[src/rtl/multicore_priority_task_queue_steal_unit_assert.svh]
// assertion macros for the task queue steal unit
// no dependencies; included by the modules that check their own logic
`ifndef MULTICORE_PRIORITY_TASK_QUEUE_STEAL_UNIT_ASSERT_SVH
`define MULTICORE_PRIORITY_TASK_QUEUE_STEAL_UNIT_ASSERT_SVH
`ifndef SYNTH
// same-cycle implication
`define MPTQ_ASSERT_IMP(name, clk, rst, ante, cons) \
  name: assert property (@(posedge clk) disable iff (rst) (ante) |-> (cons)) \
    else $error("mptq assertion failed");
// next-cycle implication
`define MPTQ_ASSERT_NXT(name, clk, rst, ante, cons) \
  name: assert property (@(posedge clk) disable iff (rst) (ante) |=> (cons)) \
    else $error("mptq assertion failed");
`else
`define MPTQ_ASSERT_IMP(name, clk, rst, ante, cons)
`define MPTQ_ASSERT_NXT(name, clk, rst, ante, cons)
`endif
`endif

[src/rtl/mptq_pkg.sv]
// shared types and constants of the task queue steal unit
// no dependencies
`default_nettype none
package mptq_pkg;

  localparam int CORE_CNT_DEF    = 16;
  localparam int PRIO_LEVELS_DEF = 4;
  localparam int TASK_SLOTS_DEF  = 256;
  // slots examined per cycle by the free slot search
  localparam int FM_GROUP        = 16;

  localparam logic [1:0] REQ_SUBMIT   = 2'd0;
  localparam logic [1:0] REQ_DISPATCH = 2'd1;
  localparam logic [1:0] REQ_CANCEL   = 2'd2;

  localparam logic [1:0] STAT_OK        = 2'd0;
  localparam logic [1:0] STAT_EMPTY     = 2'd1;
  localparam logic [1:0] STAT_NOT_FOUND = 2'd2;
  localparam logic [1:0] STAT_FULL      = 2'd3;

  typedef enum logic [4:0] {
    S_IDLE,
    S_SUB_SCAN,
    S_MOD,
    S_SUB_QRD,
    S_SUB_LINK,
    S_SUB_FIX,
    S_DSP_QRD,
    S_DSP_QCHK,
    S_STL_QRD,
    S_STL_QCHK,
    S_UL_SWAIT,
    S_UL_W1,
    S_UL_W2,
    S_CAN_QRD,
    S_CAN_QCHK,
    S_CAN_SCHK,
    S_RESP
  } state_t;

  typedef enum logic {
    MOD_RR,
    MOD_VICTIM
  } mod_sel_t;

  // field write enables of the slot store
  typedef struct packed {
    logic id;
    logic prev;
    logic next;
  } slot_wen_t;

  // field write enables of the queue table
  typedef struct packed {
    logic head;
    logic tail;
    logic count;
  } queue_wen_t;

  // free slot search outcome
  typedef struct packed {
    logic done;
    logic found;
  } fm_res_t;

endpackage
`default_nettype wire

[src/rtl/mptq_queue_mem.sv]
// per core and level queue table: head, tail and count, with entry valid bits
// depends on mptq_pkg
`default_nettype none
module mptq_queue_mem #(
  parameter int NUM_QUEUES = mptq_pkg::CORE_CNT_DEF * mptq_pkg::PRIO_LEVELS_DEF,
  parameter int TASK_SLOTS = mptq_pkg::TASK_SLOTS_DEF
) (
  input  wire logic                            clk,
  input  wire logic                            rst,
  input  wire mptq_pkg::queue_wen_t            wen,
  input  wire logic [$clog2(NUM_QUEUES)-1:0]   addr,
  input  wire logic [$clog2(TASK_SLOTS+1)-1:0] whead,
  input  wire logic [$clog2(TASK_SLOTS+1)-1:0] wtail,
  input  wire logic [$clog2(TASK_SLOTS+1)-1:0] wcount,
  output logic      [$clog2(TASK_SLOTS+1)-1:0] rhead,
  output logic      [$clog2(TASK_SLOTS+1)-1:0] rtail,
  output logic      [$clog2(TASK_SLOTS+1)-1:0] rcount
);
  localparam int SW = $clog2(TASK_SLOTS + 1);
  localparam logic [SW-1:0] NULL_S = SW'(TASK_SLOTS);

  logic [SW-1:0]         head_mem  [NUM_QUEUES];
  logic [SW-1:0]         tail_mem  [NUM_QUEUES];
  logic [SW-1:0]         count_mem [NUM_QUEUES];
  logic [NUM_QUEUES-1:0] valid;
  logic                  any_we;
  logic                  fresh;

  assign any_we = wen.head | wen.tail | wen.count;
  assign fresh  = !valid[addr];

  // an entry never written takes reset values in the fields not written
  always_ff @(posedge clk) begin
    if (wen.head || (any_we && fresh)) begin
      head_mem[addr] <= wen.head ? whead : NULL_S;
    end
    if (wen.tail || (any_we && fresh)) begin
      tail_mem[addr] <= wen.tail ? wtail : NULL_S;
    end
    if (wen.count || (any_we && fresh)) begin
      count_mem[addr] <= wen.count ? wcount : '0;
    end
  end

  always_ff @(posedge clk) begin
    if (rst) begin
      valid <= '0;
    end else if (any_we) begin
      valid[addr] <= 1'b1;
    end
  end

  // registered read, invalid entries read as empty
  always_ff @(posedge clk) begin
    rhead  <= valid[addr] ? head_mem[addr]  : NULL_S;
    rtail  <= valid[addr] ? tail_mem[addr]  : NULL_S;
    rcount <= valid[addr] ? count_mem[addr] : '0;
  end
endmodule
`default_nettype wire

[config.mk]
export PLATFORM = sky130hd
export DESIGN_NAME = mptq_queue_mem
export DESIGN_NICKNAME = d
export VERILOG_FILES = /design/src/rtl/multicore_priority_task_queue_steal_unit_assert.svh /design/src/rtl/mptq_pkg.sv /design/src/rtl/mptq_queue_mem.sv
export SDC_FILE = /design/constraint.sdc
export NUM_CORES = 2
export LEC_CHECK = 0
export ABC_AREA = 0
export BUFFER_PORTS_ARGS = -buffer_cell sky130_fd_sc_hd__buf_4
export CORE_MARGIN = 5
export CORE_UTILIZATION = 40
export DETAILED_ROUTE_END_ITERATION = 6
export PLACE_DENSITY = 0.53
export SYNTH_ARGS = -nofsm -noshare
export SYNTH_HDL_FRONTEND = slang
export SYNTH_SLANG_ARGS = --single-unit
[constraint.sdc]
create_clock -name clk -period 4.1 [get_ports clk]
set_input_delay 0.82 -clock clk [delete_from_list [all_inputs] [get_ports clk]]
set_output_delay 0.82 -clock clk [all_outputs]
set_load 0.02 [all_outputs]
==> results.md <==
- Row cnt: 154
- Syn nets: 4129
- CP required: 4.70 ns
- Die footprint: 186000 µm²
- Final worst-path cycle share: about 96%
- Fmax: ~250 MHz
- CTS tree: built
- Largest net degree at the start of global routing: 65
- VDD IR max: ~0.00046 V
- I/O pin cnt: 65
- Vias in the first global route: 41.1k
- Largest area contributor in the netlist: edfxtp_1
- Post-synthesis compound-gate area fraction: 9.20%
- TritonCTS buffer count: 188
- Sequential element share of the synthesized area: between 70% and 80%
- Clk buf depth: 3
- Synth Area in XOR/XNOR: 0%
- HP Start: valid[47]
- Post-synthesis mux area share: 8.57%
- Leading register cell type out of synthesis: edfxtp_1
- DIE WIDTH: approximately 430 µm
- Commonest non-fill, non-tap cell in the layout: edfxtp_1
- ANT nets after route: 0
- IO buf count: 64
- Synth Instances: 4091
- Final Power: ~0.04 W
- Synth area leaders: edfxtp_1 (73%), mux4_2 (3.8%), mux2i_1 (2.8%), a221oi_1 (2.6%), dfxtp_1 (2.6%)
- Startpoint Class: input pin
- First-pass GRT wire length: between 300 and 400 mm
- Worst skew pair latency: 0.86 ns
- Cell area after synthesis: between 70000 and 80000 µm²
- CTS H-tree lvls: 4
- Slew margin rel.: -12.7%
- Non-Filler Instances: 6970
- Share of cells above drive strength 1: 23.6%
- Critical register-to-register path startpoint: valid[44]
- Initial DRC count: between 5k and 6k
- Fin util: between 40 and 50%
- RSZ-0062 raised after global routing: no
- Final worst slack: 0.173 ns
- Placed Cells: 6609
- Setup Skew: roughly 0.033 ns
- Commonest non-fill, non-tap cells in the layout: edfxtp_1 (1728), buf_4 (436), nor2_1 (324)
- Setup Buffers After CTS: 0
- Die Height: 431 µm
- CP Class: in -> reg
- Syn avg cell area: about 17 µm²
- Max-Cap Viols: 1
- GRT Residual Overflow: 0
- Max Slew Vio Count: 2
- Gpl congestion: 0.865
- Antenna violations before repair: 19
- Sink Count: roughly 1.8k
- Final Hold Fails: 0
- Synth Area in Simple Gates: 3.92%
- Leak Pwr: between 20 and 30 nW
- Root buf cell: clkbuf_16
- Worst Path Arrival: 4.53 ns
- DRC: 0
- Warnings from Yosys: 0
- HPWL Detailed: approximately 150 mm
- Hold-fix buffers at CTS: 0
- CP startpoint: addr[0]
- Place WS: -0.434 ns
- Fillcell total: 15.1k
- Worst Path Max Fanout: 61
- DR vias: approximately 43k
- Core area: 176000 µm²
- Run status: finished with violations
- Pwr/cell area: 484 nW/µm²
- Synth Register Bits: around 1.8k
- Synth async-reset ratio: 0%
- Worst Hold Class: reg -> reg
- Slew @ Worst Pin: around 1.6 ns
- Reg clk slew, reported paths: roughly 0.060 ns
- Area share of fa/ha/maj cells after synthesis: 0%
- CP endpoint kind: register
- Area share of the largest cell type after synthesis: between 70% and 80%
- Via/cell ratio: 6.13
- Post-synth EDFFs: approximately 1.7k
- Initial Util: 40.3%
- Largest family of logic cells by synthesized area: compound AO/OA/AOI/OAI gates
- Minimum clock period: about 3.9 ns
- Final wirelength: roughly 240 mm
- Library cells used by synthesis: 76
- WL per Instance: 34.8 µm
- Final setup vio count: 0
- Total global-route track usage: 25.7%
- Failing checks: capacitance limit, slew limit
- PostCTS Resize Cnt: 0
- DRT Pass-1 Iters: 6
- Final net count: 4497
- Area growth syn-to-layout: 16.7%
## cells in the mapped netlist, drive strengths merged, types with 32 or more instances
cell type and number:
mux4 121, a22oi 148, a31oi 87, mux2 119, clkbuf 100, nor2 343
edfxtp 1728, o21ai 80, mux2i 201, buf 218, o22ai 102, nand2 146
and2 32, a221oi 210, a21oi 98, dfxtp 91
## sequential cells by signal (all words and copies together) (netlist names)
signal / flops
rhead: 9
count_mem: 576
valid: 64
rcount: 9
head_mem: 576
rtail: 9
tail_mem: 576
## report_power, final
group,switching (W),internal (W)
registers,0.0000526,0.0205
clock network,0.00737,0.00964
logic,0.00175,0.000753
total,0.00917,0.0309
## path summary, 6_finish.rpt
check,endpoint,slack [ns],cells past startpoint
setup reg to reg,count_mem[38][4],0.95,8
hold / removal,valid[47],0.47,2
setup / recovery,rtail[1],0.17,9
hold reg to reg,valid[47],0.47,2
## final cells by class
class | instances | area (µm²) | share of cell area [%]
clock buffers | 252 | 5080 | 6.13
inverters | 3 | 17.5 | 0.0211
repair buffers | 496 | 4460 | 5.38
diodes | 13 | 32.5 | 0.0393
clock inverters | 96 | 1030 | 1.25
flip-flops and latches | 1819 | 53700 | 64.8
multi-input cells | 1951 | 15600 | 18.8
well taps | 2340 | 2930 | 3.53
## critical path: stages
cell and delay [ns]:
buf_8 0.27, buf_12 0.38, nand2b_1 0.25, buf_4 0.38
nor2_1 0.09, a21oi_1 0.27, o221ai_1 0.16, a2111oi_0 1.40
a21oi_1 0.38
## kinds of logic (layout without fill, tap and decap cells)
group           after synthesis  after routing
mux                         441            441
flops                      1819           1819
buf+inv                     321            847
other cells                   0             13
simple gates                626            626
compound gates              884            884
## per-layer routing
metal | vias up | GRT usage [%] | wire (µm)
met5 | - | 0 | 83
met4 | 12 | 10.5 | 10500
met3 | 427 | 5.67 | 24300
met2 | 2508 | 39.2 | 110000
met1 | 22397 | 35.9 | 97400
li1 | 17401 | - | -
## stage by stage
| step | TNS (ns) | area (µm²) | hold slack [ns] |
|---|---|---|---|
| CTS | 0 | 82800 | 0.461 |
| floorplan | 0 | 71000 | 0.428 |
| global placement | -0.472 | 76700 | 0.438 |
| detailed placement | -0.532 | 76700 | 0.448 |
| finish | 0 | 82800 | 0.466 |
| global route | 0 | 82800 | 0.483 |
Note: power is estimated with default switching activity, not from simulation.
