--- src/rtl/multicore_priority_task_queue_steal_unit_assert.svh ---
// assertion macros for the task queue steal unit
// no dependencies; included by the modules that check their own logic
`ifndef MULTICORE_PRIORITY_TASK_QUEUE_STEAL_UNIT_ASSERT_SVH
`define MULTICORE_PRIORITY_TASK_QUEUE_STEAL_UNIT_ASSERT_SVH
`ifndef SYNTH
// same-cycle implication
`define MPTQ_ASSERT_IMP(name, clk, rst, ante, cons) \
  name: assert property (@(posedge clk) disable iff (rst) (ante) |-> (cons)) \
    else $error("mptq assertion failed");
// next-cycle implication
`define MPTQ_ASSERT_NXT(name, clk, rst, ante, cons) \
  name: assert property (@(posedge clk) disable iff (rst) (ante) |=> (cons)) \
    else $error("mptq assertion failed");
`else
`define MPTQ_ASSERT_IMP(name, clk, rst, ante, cons)
`define MPTQ_ASSERT_NXT(name, clk, rst, ante, cons)
`endif
`endif

--- src/rtl/mptq_pkg.sv ---
// shared types and constants of the task queue steal unit
// no dependencies
`default_nettype none
package mptq_pkg;

  localparam int CORE_CNT_DEF    = 16;
  localparam int PRIO_LEVELS_DEF = 4;
  localparam int TASK_SLOTS_DEF  = 256;
  // slots examined per cycle by the free slot search
  localparam int FM_GROUP        = 16;

  localparam logic [1:0] REQ_SUBMIT   = 2'd0;
  localparam logic [1:0] REQ_DISPATCH = 2'd1;
  localparam logic [1:0] REQ_CANCEL   = 2'd2;

  localparam logic [1:0] STAT_OK        = 2'd0;
  localparam logic [1:0] STAT_EMPTY     = 2'd1;
  localparam logic [1:0] STAT_NOT_FOUND = 2'd2;
  localparam logic [1:0] STAT_FULL      = 2'd3;

  typedef enum logic [4:0] {
    S_IDLE,
    S_SUB_SCAN,
    S_MOD,
    S_SUB_QRD,
    S_SUB_LINK,
    S_SUB_FIX,
    S_DSP_QRD,
    S_DSP_QCHK,
    S_STL_QRD,
    S_STL_QCHK,
    S_UL_SWAIT,
    S_UL_W1,
    S_UL_W2,
    S_CAN_QRD,
    S_CAN_QCHK,
    S_CAN_SCHK,
    S_RESP
  } state_t;

  typedef enum logic {
    MOD_RR,
    MOD_VICTIM
  } mod_sel_t;

  // field write enables of the slot store
  typedef struct packed {
    logic id;
    logic prev;
    logic next;
  } slot_wen_t;

  // field write enables of the queue table
  typedef struct packed {
    logic head;
    logic tail;
    logic count;
  } queue_wen_t;

  // free slot search outcome
  typedef struct packed {
    logic done;
    logic found;
  } fm_res_t;

endpackage
`default_nettype wire

--- src/rtl/mptq_free_map.sv ---
// slot usage map with lowest-free search, one group of slots per cycle
// depends on mptq_pkg and the assertion macro header
`default_nettype none
`include "multicore_priority_task_queue_steal_unit_assert.svh"
module mptq_free_map #(
  parameter int TASK_SLOTS = mptq_pkg::TASK_SLOTS_DEF
) (
  input  wire logic                          clk,
  input  wire logic                          rst,
  input  wire logic                          scan_start,
  input  wire logic                          set_en,
  input  wire logic [$clog2(TASK_SLOTS)-1:0] set_idx,
  input  wire logic                          clr_en,
  input  wire logic [$clog2(TASK_SLOTS)-1:0] clr_idx,
  output mptq_pkg::fm_res_t                  res,
  output logic      [$clog2(TASK_SLOTS)-1:0] slot
);
  localparam int GW  = mptq_pkg::FM_GROUP;
  localparam int NG  = (TASK_SLOTS + GW - 1) / GW;
  localparam int GIW = (NG > 1) ? $clog2(NG) : 1;
  localparam int UD  = NG * GW;
  localparam int UIW = $clog2(UD);
  localparam int SIW = $clog2(TASK_SLOTS);
  localparam int EW  = $clog2(GW);

  logic [UD-1:0]  used;
  logic [UD-1:0]  free_vec;
  logic [GW-1:0]  grp;
  logic [EW-1:0]  enc;
  logic           grp_any;
  logic [GIW-1:0] g;
  logic           scanning;

  // slots past the store size never count as free
  always_comb begin
    for (int i = 0; i < UD; i++) begin
      free_vec[i] = !used[i] && (i < TASK_SLOTS);
    end
  end

  // lowest free slot of the current group
  always_comb begin
    grp = free_vec[UIW'(int'(g) * GW) +: GW];
    enc = '0;
    for (int i = GW - 1; i >= 0; i--) begin
      if (grp[i]) begin
        enc = EW'(i);
      end
    end
    grp_any = |grp;
  end

  assign res.found = scanning && grp_any;
  assign res.done  = scanning && (grp_any || g == GIW'(NG - 1));
  assign slot      = SIW'(int'(g) * GW + int'(enc));

  // group walk
  always_ff @(posedge clk) begin
    if (rst) begin
      scanning <= 1'b0;
      g        <= '0;
    end else if (scan_start) begin
      scanning <= 1'b1;
      g        <= '0;
    end else if (scanning) begin
      if (res.done) begin
        scanning <= 1'b0;
      end else begin
        g <= g + 1'b1;
      end
    end
  end

  // usage bits
  always_ff @(posedge clk) begin
    if (rst) begin
      used <= '0;
    end else begin
      if (set_en) begin
        used[UIW'(set_idx)] <= 1'b1;
      end
      if (clr_en) begin
        used[UIW'(clr_idx)] <= 1'b0;
      end
    end
  end

  `MPTQ_ASSERT_IMP(a_set_free, clk, rst, set_en, !used[UIW'(set_idx)])
  `MPTQ_ASSERT_IMP(a_clr_used, clk, rst, clr_en, used[UIW'(clr_idx)])
  `MPTQ_ASSERT_NXT(a_set_sticks, clk, rst, set_en, used[UIW'($past(set_idx))])
endmodule
`default_nettype wire

--- config.mk ---
export PLATFORM = sky130hd
export DESIGN_NAME = mptq_free_map
export DESIGN_NICKNAME = d
export VERILOG_FILES = /design/src/rtl/mptq_pkg.sv /design/src/rtl/mptq_free_map.sv
export VERILOG_INCLUDE_DIRS = /design/src /design/src/rtl
export SDC_FILE = /design/constraint.sdc
export NUM_CORES = 1
export LEC_CHECK = 0
export BUFFER_PORTS_ARGS = -buffer_cell sky130_fd_sc_hd__buf_2
export CORE_MARGIN = 4
export CORE_UTILIZATION = 30
export CTS_CLUSTER_DIAMETER = 40
export DETAILED_ROUTE_END_ITERATION = 8
export PLACE_DENSITY_LB_ADDON = 0.15
export RECOVER_POWER = 50
export SYNTH_ARGS = -nofsm -noshare
export SYNTH_HDL_FRONTEND = slang
export SYNTH_SLANG_ARGS = --single-unit
--- constraint.sdc ---
create_clock -name clk -period 2.59 [get_ports clk]
set_input_delay 0.518 -clock clk [delete_from_list [all_inputs] [get_ports clk]]
set_output_delay 0.518 -clock clk [all_outputs]
set_load 0.1 [all_outputs]
==> results of run 1 <==
[sequential cells by signal (all words and copies together) (netlist names)]
register,cells
used,128
g,4
scanning,1
[final cells by class]
cell class	count	share of cell area, %
multi-input cells	489	45.0
repair buffers	103	10.4
clock buffers	18	5.39
clock inverters	14	2.18
well taps	275	4.22
flip-flops and latches	133	32.8
[metal layers]
metal	global-route usage, %	vias up
li1	-	2738
met1	26.6	2968
met2	30.8	211
met3	5.48	41
met4	7.15	0
met5	0	-
[stage by stage]
| step | util (%) | cells | hold WS (ps) | worst slack, ps | instance area (um^2) |
|---|---|---|---|---|---|
| CTS | 38.6 | 1029 | 382 | -635 | 8140 |
| global route | 38.7 | 1032 | 396 | -674 | 8150 |
| detailed placement | 34.7 | 989 | 503 | -438 | 7320 |
| finish | 38.7 | 1032 | 397 | -588 | 8150 |
| global placement | 34.7 | 989 | 500 | -411 | 7320 |
| floorplan | - | 691 | 484 | -548 | 6560 |
[cells in the mapped netlist, drive strengths merged]
| library cell | instances |
|---|---|
| or4 | 1 |
| a21oi | 128 |
| and4 | 3 |
| a22o | 1 |
| or3 | 2 |
| clkbuf | 52 |
| dfxtp | 133 |
| nand4 | 2 |
| o21ba | 1 |
| nor2b | 7 |
| buf | 17 |
| o31ai | 2 |
| and4b | 1 |
| nor3b | 1 |
| and2 | 29 |
| a22oi | 7 |
| nand2 | 33 |
| nand4b | 1 |
| nor2 | 42 |
| a211oi | 129 |
| ha | 1 |
| nand3b | 1 |
| a21boi | 4 |
| a31oi | 4 |
| mux2i | 12 |
| a32oi | 1 |
| a2111oi | 1 |
| mux4 | 30 |
| o21ai | 3 |
| o211ai | 2 |
| nand2b | 19 |
| nor3 | 17 |
| nor4 | 2 |
| nand3 | 2 |
[kinds of logic (layout without fill, tap and decap cells)]
| logic type | Yosys count | after routing | synth area share, % |
|---|---|---|---|
| AOI/OAI and AO/OA | 283 | 283 | 27.9 |
| and+or+nand+nor | 163 | 163 | 13.0 |
| DFF | 133 | 133 | 41.3 |
| buffers and inverters | 69 | 135 | 4.99 |
| muxes | 42 | 42 | 12.6 |
| adders and majority gates | 1 | 1 | 0.194 |
[where the power goes]
| group | total [uW] | leakage, uW | internal [uW] | switching, uW |
|---|---|---|---|---|
| registers | 2050 | 0.00107 | 2050 | 4.11 |
| logic | 247 | 0.00124 | 62.1 | 185 |
| clock network | 2520 | 0.000300 | 1550 | 972 |
| total | 4820 | 0.00261 | 3660 | 1160 |
[worst max path at each step]
stage	startpoint	end	slack, ps	cells after the start
global route	g[0]	slot[2]	-670	9
global placement	g[0]	slot[0]	-410	7
finish	g[0]	slot[0]	-590	8
floorplan	g[0]	slot[2]	-550	8
CTS	g[0]	slot[0]	-630	8
detailed placement	g[0]	slot[0]	-440	7
[repair_timing]
item	CTS	global route
hold buffers	0	0
endpoints found under the setup margin	8	9
setup buffers	9	3
pin swaps	15	5
gates resized for setup	25	3
[worst max-delay path, cell delays in order (launching register included)]
cell and delay (ps):
dfxtp_4 420, buf_12 130, mux4_2 530, nand2b_4 160, o211ai_1 130, a32oi_2 210, a2111oi_4 400, nor2_4 70
buf_12 170
==> results.yml, run 1 <==
run:
  cap_violations: 0
grt:
  antenna_found_initial: 0
  grt_start_max_net_pins: 97
  grt_pass1_vias: 5991
  grtUsageTotal_pct: 19.9
  grt_pass1_wl_mm: 36.2
  grt_overflow_total: 0
route:
  vias: 5958
  drcViolationCount: 0
  postRouteAntennaNets: 0
  wl_met3_mm: 1.64
  viasPerCell: 5.77
  wl_per_cell_um: 22.8
  drt_iter0_drc: 535
  wl_met1_mm: 10.5
  dr.max_layer_used: "met4"
  met2_length_mm: 10.9
  drt-total-wl_mm: 23.5
  dr.pass1.iters: 5
timing:
  tns_ps: -3190
  fin_worst_skew_ps: 9.06
  fmax_mhz: 315
  maxSlewHeadroom_pct: 40.9
  setup_slack_ps: -588
  tightest_slew_ps: 886
  finalSetupViolCount: 6
  finalHoldViolations: 0
  rsz0062_at_grt: "yes"
  slew_violations: 0
  fin_crit_ps: 3180
  fin_crit_sh_pct: 123
finish:
  antennaDiodeCount: 0
  nNetsFinal: 766
  nFillCells: 2099
  multi_input_area_um2: 3670
  drive_above_1_share_pct: 26.4
  ff_latch_area_um2: 2680
  synthToLayoutAreaGrowth_pct: 26.5
  final_cell_mix: "129 x a211oi_1, 129 x dfxtp_1, 128 x a21oi_1"
setup_path:
  critPathMaxFanout: 6
  rr_endpoint: "g[0]"
  end_kind: "output port"
  path_class: "register to output port"
  cp.required_ps: 2070
  crit_arrival_ps: 2660
  rrSetupSlack_ps: 20
  cp-start-kind: "register"
  r2r_start: "g[0]"
  reg2reg_depth: 9
clock_tree:
  numCtsBuffers: 17
  clk_path_buf_depth: 2
  tritoncts: "built"
  clk_pin_slew_ps: 60
  insertion_delay_ps: 430
  htree_levels: 4
  cts_sinks: 133
  clockRootBuffer: "clkbuf_16"
synthesis:
  ys_ff_latch: 133
  syn_area_um2: 6450
  ys_seq_area_share_pct: 41.3
  yosysTopAreaCellShare_pct: 41.3
  yosys_warnings: 0
  synthTopCellsByArea: "dfxtp_1 41%, a211oi_1 15%, a21oi_1 9.9%"
  synth_top_area_cell: "dfxtp_1"
  synth_cell_types: 41
  syn_inst: 691
  avgSynthCellArea_um2: 9.33
  syn-num-nets: 713
floorplan:
  rows: 53
  initial_core_util_pct: 30.6
  pin_count: 31
  die_height_um: 155
  die_x_um: 155
  core_area_um2: 21100
  dieArea_um2: 23900
power_and_ir_drop:
  p_per_area_nw_per_um2: 591
  fin_total_pwr_uw: 4820
  ir_drop_uv: 390
  p_leak_uw: 0.00261
hold_path:
  hold_start: "scan_start"
  worstHoldPathType: "primary input to register"
  holdPathEnd: "scanning"
  min_path_cells: 3
place:
  routabilityCongestion: 0.833
  hpwl_mm: 15.6
  port-buffer-count: 30
outcome:
  failed_checks: "setup timing"
  status: "finished, violations left"
Power figures use the tool's default switching activity.
==> run 2, diff against run 1 <==
--- a/config.mk
+++ b/config.mk
@@ -8,7 +8,7 @@
 export LEC_CHECK = 0
 export BUFFER_PORTS_ARGS = -buffer_cell sky130_fd_sc_hd__buf_2
 export CORE_MARGIN = 4
-export CORE_UTILIZATION = 30
+export CORE_UTILIZATION = 31
 export CTS_CLUSTER_DIAMETER = 40
 export DETAILED_ROUTE_END_ITERATION = 8
 export PLACE_DENSITY_LB_ADDON = 0.15
==> run 2 against run 1 <==
  * The run still ends with setup timing left
  * First-iteration DRC count did not move
  * Non-clock buffer count fell by 7
  * Cell area rose by 0.69%
  * Sequential cell count did not move
  * Worst hold slack got worse by 40 ps
  * Power rose by 0.14%
  * Routed wire length fell by 1.3%
  * Largest cell class unchanged
  * Cell count fell by 1.2%
  * Fmax fell by 2.9%
  * Register-to-register slack got worse by 80 ps
  * Setup slack got worse by 94 ps
  * Largest power group unchanged
==> results.yml, run 2 (synthesis results as in run 1) <==
route:
  drt-total-wl_mm: 23.2
  drcViolationCount: 0
  met2_length_mm: 10.9
  wl_met1_mm: 10.6
  wl_per_cell_um: 22.8
  vias: 6015
  dr.pass1.iters: 5
  wl_met3_mm: 1.27
  dr.max_layer_used: "met4"
  viasPerCell: 5.90
  drt_iter0_drc: 535
  postRouteAntennaNets: 0
floorplan:
  die_x_um: 152
  rows: 52
  core_area_um2: 20400
  dieArea_um2: 23200
  pin_count: 31
  initial_core_util_pct: 31.7
  die_height_um: 152
hold_path:
  holdPathEnd: "scanning"
  hold_start: "scan_start"
  worstHoldPathType: "primary input to register"
  min_path_cells: 3
setup_path:
  crit_arrival_ps: 2750
  rrSetupSlack_ps: -60
  crit_top_cell: "buf_12"
  r2r_start: "g[0]"
  cp.required_ps: 2070
  rr_endpoint: "g[0]"
  reg2reg_depth: 10
  cp_num_buf_inv: 5
  crit_family: "compound AO/OA/AOI/OAI gates"
  path_class: "register to output port"
  cp_slowest_stage_delay_ps: 370
  end_kind: "output port"
  cp-start-kind: "register"
  cpMaxStageDelayCell: "dfxtp_4"
  critPathMaxFanout: 3
  cp_cell_sequence: "buf_12, buf_12, buf_6, mux4_2, nand2_1, o211ai_1, a32oi_1, a2111oi_2, buf_4, nor2_4, buf_12"
power_and_ir_drop:
  p_int_uw: 3690
  p_sw_uw: 1140
  ir_drop_uv: 453
  seq_power_share_pct: 42.5
  combPwrFrac_pct: 5.2
  p_per_area_nw_per_um2: 588
  switching_share_pct: 23.6
  p_leak_uw: 0.00264
  power_frac_clock_pct: 52.3
  fin_total_pwr_uw: 4820
finish:
  nFillCells: 1988
  largest_register: "used"
  drive_above_1_share_pct: 25.7
  ff_latch_area_um2: 2680
  antennaDiodeCount: 0
  final_cell_mix: "129 x a211oi_1, 129 x dfxtp_1, 128 x a21oi_1"
  largest_reg_flops: 128
  reg_top3: "used x128, g x4, scanning x1"
  nNetsFinal: 759
  synthToLayoutAreaGrowth_pct: 27.4
  multi_input_area_um2: 3710
grt:
  grt_pass1_wl_mm: 36.1
  grt_start_max_net_pins: 70
  grt_overflow_total: 0
  antenna_found_initial: 1
  grt_pass1_vias: 6087
  grtUsageTotal_pct: 20.0
timing:
  fin_crit_sh_pct: 126
  fmax_mhz: 306
  finalSetupViolCount: 8
  tightest_slew_ps: 946
  rsz0062_at_grt: "yes"
  slew_violations: 0
  fin_worst_skew_ps: 5.93
  finalHoldViolations: 0
  worst_hold_slack_ps: 356
  fin_crit_ps: 3270
  setup_slack_ps: -682
  maxSlewHeadroom_pct: 36.7
outcome:
  failed_checks: "setup timing"
  status: "finished, violations left"
place:
  routabilityCongestion: 0.863
  hpwl_mm: 15.1
  port-buffer-count: 30
clock_tree:
  tritoncts: "built"
  numCtsBuffers: 17
  cts_sinks: 133
  clk_path_buf_depth: 2
  insertion_delay_ps: 420
  htree_levels: 4
  clockRootBuffer: "clkbuf_16"
  clk_pin_slew_ps: 60
run:
  cap_violations: 0
[run 2: worst max path at each step]
| stage | from | endpoint | slack (ps) | cells after the start |
|---|---|---|---|---|
| floorplan | g[0] | slot[2] | -550 | 8 |
| global placement | g[0] | slot[0] | -330 | 8 |
| detailed placement | g[0] | slot[0] | -330 | 8 |
| CTS | g[0] | slot[0] | -670 | 11 |
| global route | g[0] | slot[0] | -780 | 9 |
| finish | g[0] | slot[0] | -680 | 11 |
[run 2: through the flow]
step | area (um^2) | TNS (ps) | utilization (%) | setup slack, ps | std cells
after floorplan | 6560 | -2370 | - | -548 | 691
after global placement | 7200 | -1580 | 35.3 | -331 | 966
after detailed placement | 7200 | -1660 | 35.3 | -327 | 966
after CTS | 8190 | -3540 | 40.2 | -668 | 1018
after global routing | 8210 | -4140 | 40.3 | -778 | 1020
final | 8210 | -3560 | 40.3 | -682 | 1020
[run 2: repair_timing]
item                                   4_1_cts  5_1_grt
endpoints found under the hold margin        0        0
gates resized for setup                     36        6
setup buffers                               19        2
cloned                                       1        0
hold buffers                                 0        0
pin swaps                                   14       10
setup endpoints to repair                    8       10
[run 2: area by class of cell]
type,count,area share [%]
clock buffer,21,6.13
clock inverter,11,1.45
multi-input combinational,489,45.2
sequential,133,32.6
tap,270,4.11
timing repair buffer,96,10.6
[run 2: power groups by stage]
stage	sequential (uW)	clock [uW]	combinational, uW
floorplan	2100	0	129
global placement	2100	0	242
detailed placement	2100	0	246
CTS	2050	2560	248
global route	2050	2660	265
finish	2050	2520	251
[run 2: worst reg2reg max path: stages, from the launching register on]
cell and delay (ps):
dfxtp_4 370, buf_12 140, buf_12 120, buf_4 130
mux4_2 340, nand2_1 170, a22oi_2 220, nand4_1 220
buf_4 210, or4_4 490, a21boi_4 170
[run 2: per-layer routing]
metal  track usage, %  vias up
met5                0        -
met4             6.08        0
met2             32.0      197
li1                 -     2730
met1             27.2     3050
met3             4.17       38
==> run 3, diff against run 2 <==
--- a/config.mk
+++ b/config.mk
@@ -6,11 +6,12 @@
 export SDC_FILE = /design/constraint.sdc
 export NUM_CORES = 1
 export LEC_CHECK = 0
-export BUFFER_PORTS_ARGS = -buffer_cell sky130_fd_sc_hd__buf_2
 export CORE_MARGIN = 4
 export CORE_UTILIZATION = 31
 export CTS_CLUSTER_DIAMETER = 40
 export DETAILED_ROUTE_END_ITERATION = 8
+export DONT_BUFFER_PORTS = 1
+export MAX_ROUTING_LAYER = met4
 export PLACE_DENSITY_LB_ADDON = 0.15
 export RECOVER_POWER = 50
 export SYNTH_ARGS = -nofsm -noshare
==> run 3 against run 2 <==
  * Largest cell class unchanged
  * Sequential cell count unchanged
  * Cell count decreased by 2.8%
  * Sequential power is essentially flat
  * Clock skew shrank 1.0 ps
  * Critical path type unchanged
  * Largest power group unchanged
  * Sequential share of layout area is 0.74 points higher
  * Cell area fell by 2.2%
  * Setup slack better by 96 ps
  * The flow still finishes with violations (setup timing)
  * Clock power hardly changed
  * Power fell by 1.2%
==> results.yml, run 3 (synthesis results as in run 1) <==
timing:
  fin_worst_skew_ps: 4.91
  fin_crit_ps: 3180
  tns_ps: -2870
  finalHoldViolations: 0
  fin_crit_sh_pct: 123
  tightest_slew_ps: 832
  slew_violations: 0
  setup_slack_ps: -586
  maxSlewHeadroom_pct: 44.6
  worst_hold_slack_ps: 163
  rsz0062_at_grt: "yes"
  finalSetupViolCount: 7
  fmax_mhz: 315
clock_tree:
  numCtsBuffers: 17
  htree_levels: 4
  cts_sinks: 133
  clk_pin_slew_ps: 60
  clockRootBuffer: "clkbuf_16"
  insertion_delay_ps: 420
  tritoncts: "built"
  clk_path_buf_depth: 2
finish:
  antennaDiodeCount: 0
  reg_top3: "used x128, g x4, scanning x1"
  final_cell_mix: "129 x a211oi_1, 129 x dfxtp_1, 128 x a21oi_1"
  synthToLayoutAreaGrowth_pct: 24.5
  nNetsFinal: 730
  nFillCells: 1993
  largest_reg_flops: 128
  layoutNonFillerInstCount: 991
  drive_above_1_share_pct: 24.5
  largest_register: "used"
  finalInstanceArea_um2: 8030
power_and_ir_drop:
  seq_power_share_pct: 43.1
  ir_drop_uv: 480
  power_frac_clock_pct: 53.4
  p_per_area_nw_per_um2: 594
  p_int_uw: 3710
  p_leak_uw: 0.00250
  p_sw_uw: 1050
  combPwrFrac_pct: 3.6
  switching_share_pct: 22.1
route:
  vias: 5851
  dr.pass1.iters: 6
  drt_iter0_drc: 527
  drcViolationCount: 0
  viasPerCell: 5.90
  wl_per_cell_um: 23.5
  drt-total-wl_mm: 23.3
  postRouteAntennaNets: 0
setup_path:
  critPathMaxFanout: 4
  cp.required_ps: 2070
  path_class: "register to output port"
  end_kind: "output port"
  cp-start-kind: "register"
  reg2reg_depth: 11
  crit_arrival_ps: 2660
grt:
  antenna_found_initial: 0
  grt_start_max_net_pins: 133
  grtUsageTotal_pct: 20.5
  grt_pass1_wl_mm: 35.6
  grt_overflow_total: 0
  grt_pass1_vias: 5816
run:
  cap_violations: 0
place:
  port-buffer-count: 0
  dpl_worst_slack_ps: -227
  dp.cells: 945
  place_area_um2: 7100
  routabilityCongestion: 0.807
  hpwl_mm: 15.0
floorplan:
  die_x_um: 152
  initial_core_util_pct: 31.7
  rows: 52
  die_height_um: 152
  core_area_um2: 20400
  dieArea_um2: 23200
  pin_count: 31
outcome:
  status: "finished, violations left"
  failed_checks: "setup timing"
hold_path:
  worstHoldPathType: "primary input to register"
  min_path_cells: 1
==> run 3: layout make-up <==
| cell class | instances | area [um^2] | share of cell area, % |
|---|---|---|---|
| multi-input cells | 489 | 3720 | 46.3 |
| flip-flops and latches | 133 | 2680 | 33.3 |
| repair buffers | 67 | 669 | 8.34 |
| clock buffers | 20 | 478 | 5.95 |
| well taps | 270 | 338 | 4.21 |
| clock inverters | 12 | 150 | 1.87 |
==> run 3: what timing repair did <==
item,4_1_cts,5_1_grt
setup endpoints to repair,7,8
pin swaps,18,9
hold endpoints to repair,0,0
setup buffers,10,5
hold buffers,0,0
resized for setup,30,15
==> run 3: through the flow <==
stage	util (%)	total power, uW
6_report	39.4	4770
5_1_grt	39.4	4900
4_1_cts	39.0	4800
3_5_place_dp	34.8	2260
3_3_place_gp	34.8	2260
2_1_floorplan	-	2220
==> run 3: worst max-delay path, stage by stage, from the launching register on <==
cell and delay, ps:
dfxtp_4 400, buf_8 130, buf_6 110, mux4_2 530
nor2b_1 140, o211ai_1 130, a32oi_2 340, a2111oi_4 140
nor2_4 130, buf_12 180
==> run 3: final timing paths <==
| kind | from | to | slack (ps) |
|---|---|---|---|
| hold reg to reg | used[72] | used[72] | 520 |
| setup / recovery | g[0] | slot[0] | -590 |
| setup reg to reg | g[0] | g[0] | -20 |
| hold / removal | rst | scanning | 160 |
==> run 3: power groups by stage <==
stage	logic (uW)	clock network (uW)	registers, uW
after floorplan	129	0	2100
after global placement	165	0	2100
after detailed placement	166	0	2100
after CTS	166	2580	2050
after global routing	178	2670	2050
final	169	2540	2050
==> run 3: metal layers <==
metal,up-vias,GRT usage (%),wire length (um)
met4,0,5.91,426
met5,-,-,0
met3,45,5.60,1800
li1,2668,-,-
met2,243,31.6,10800
met1,2895,26.7,10200
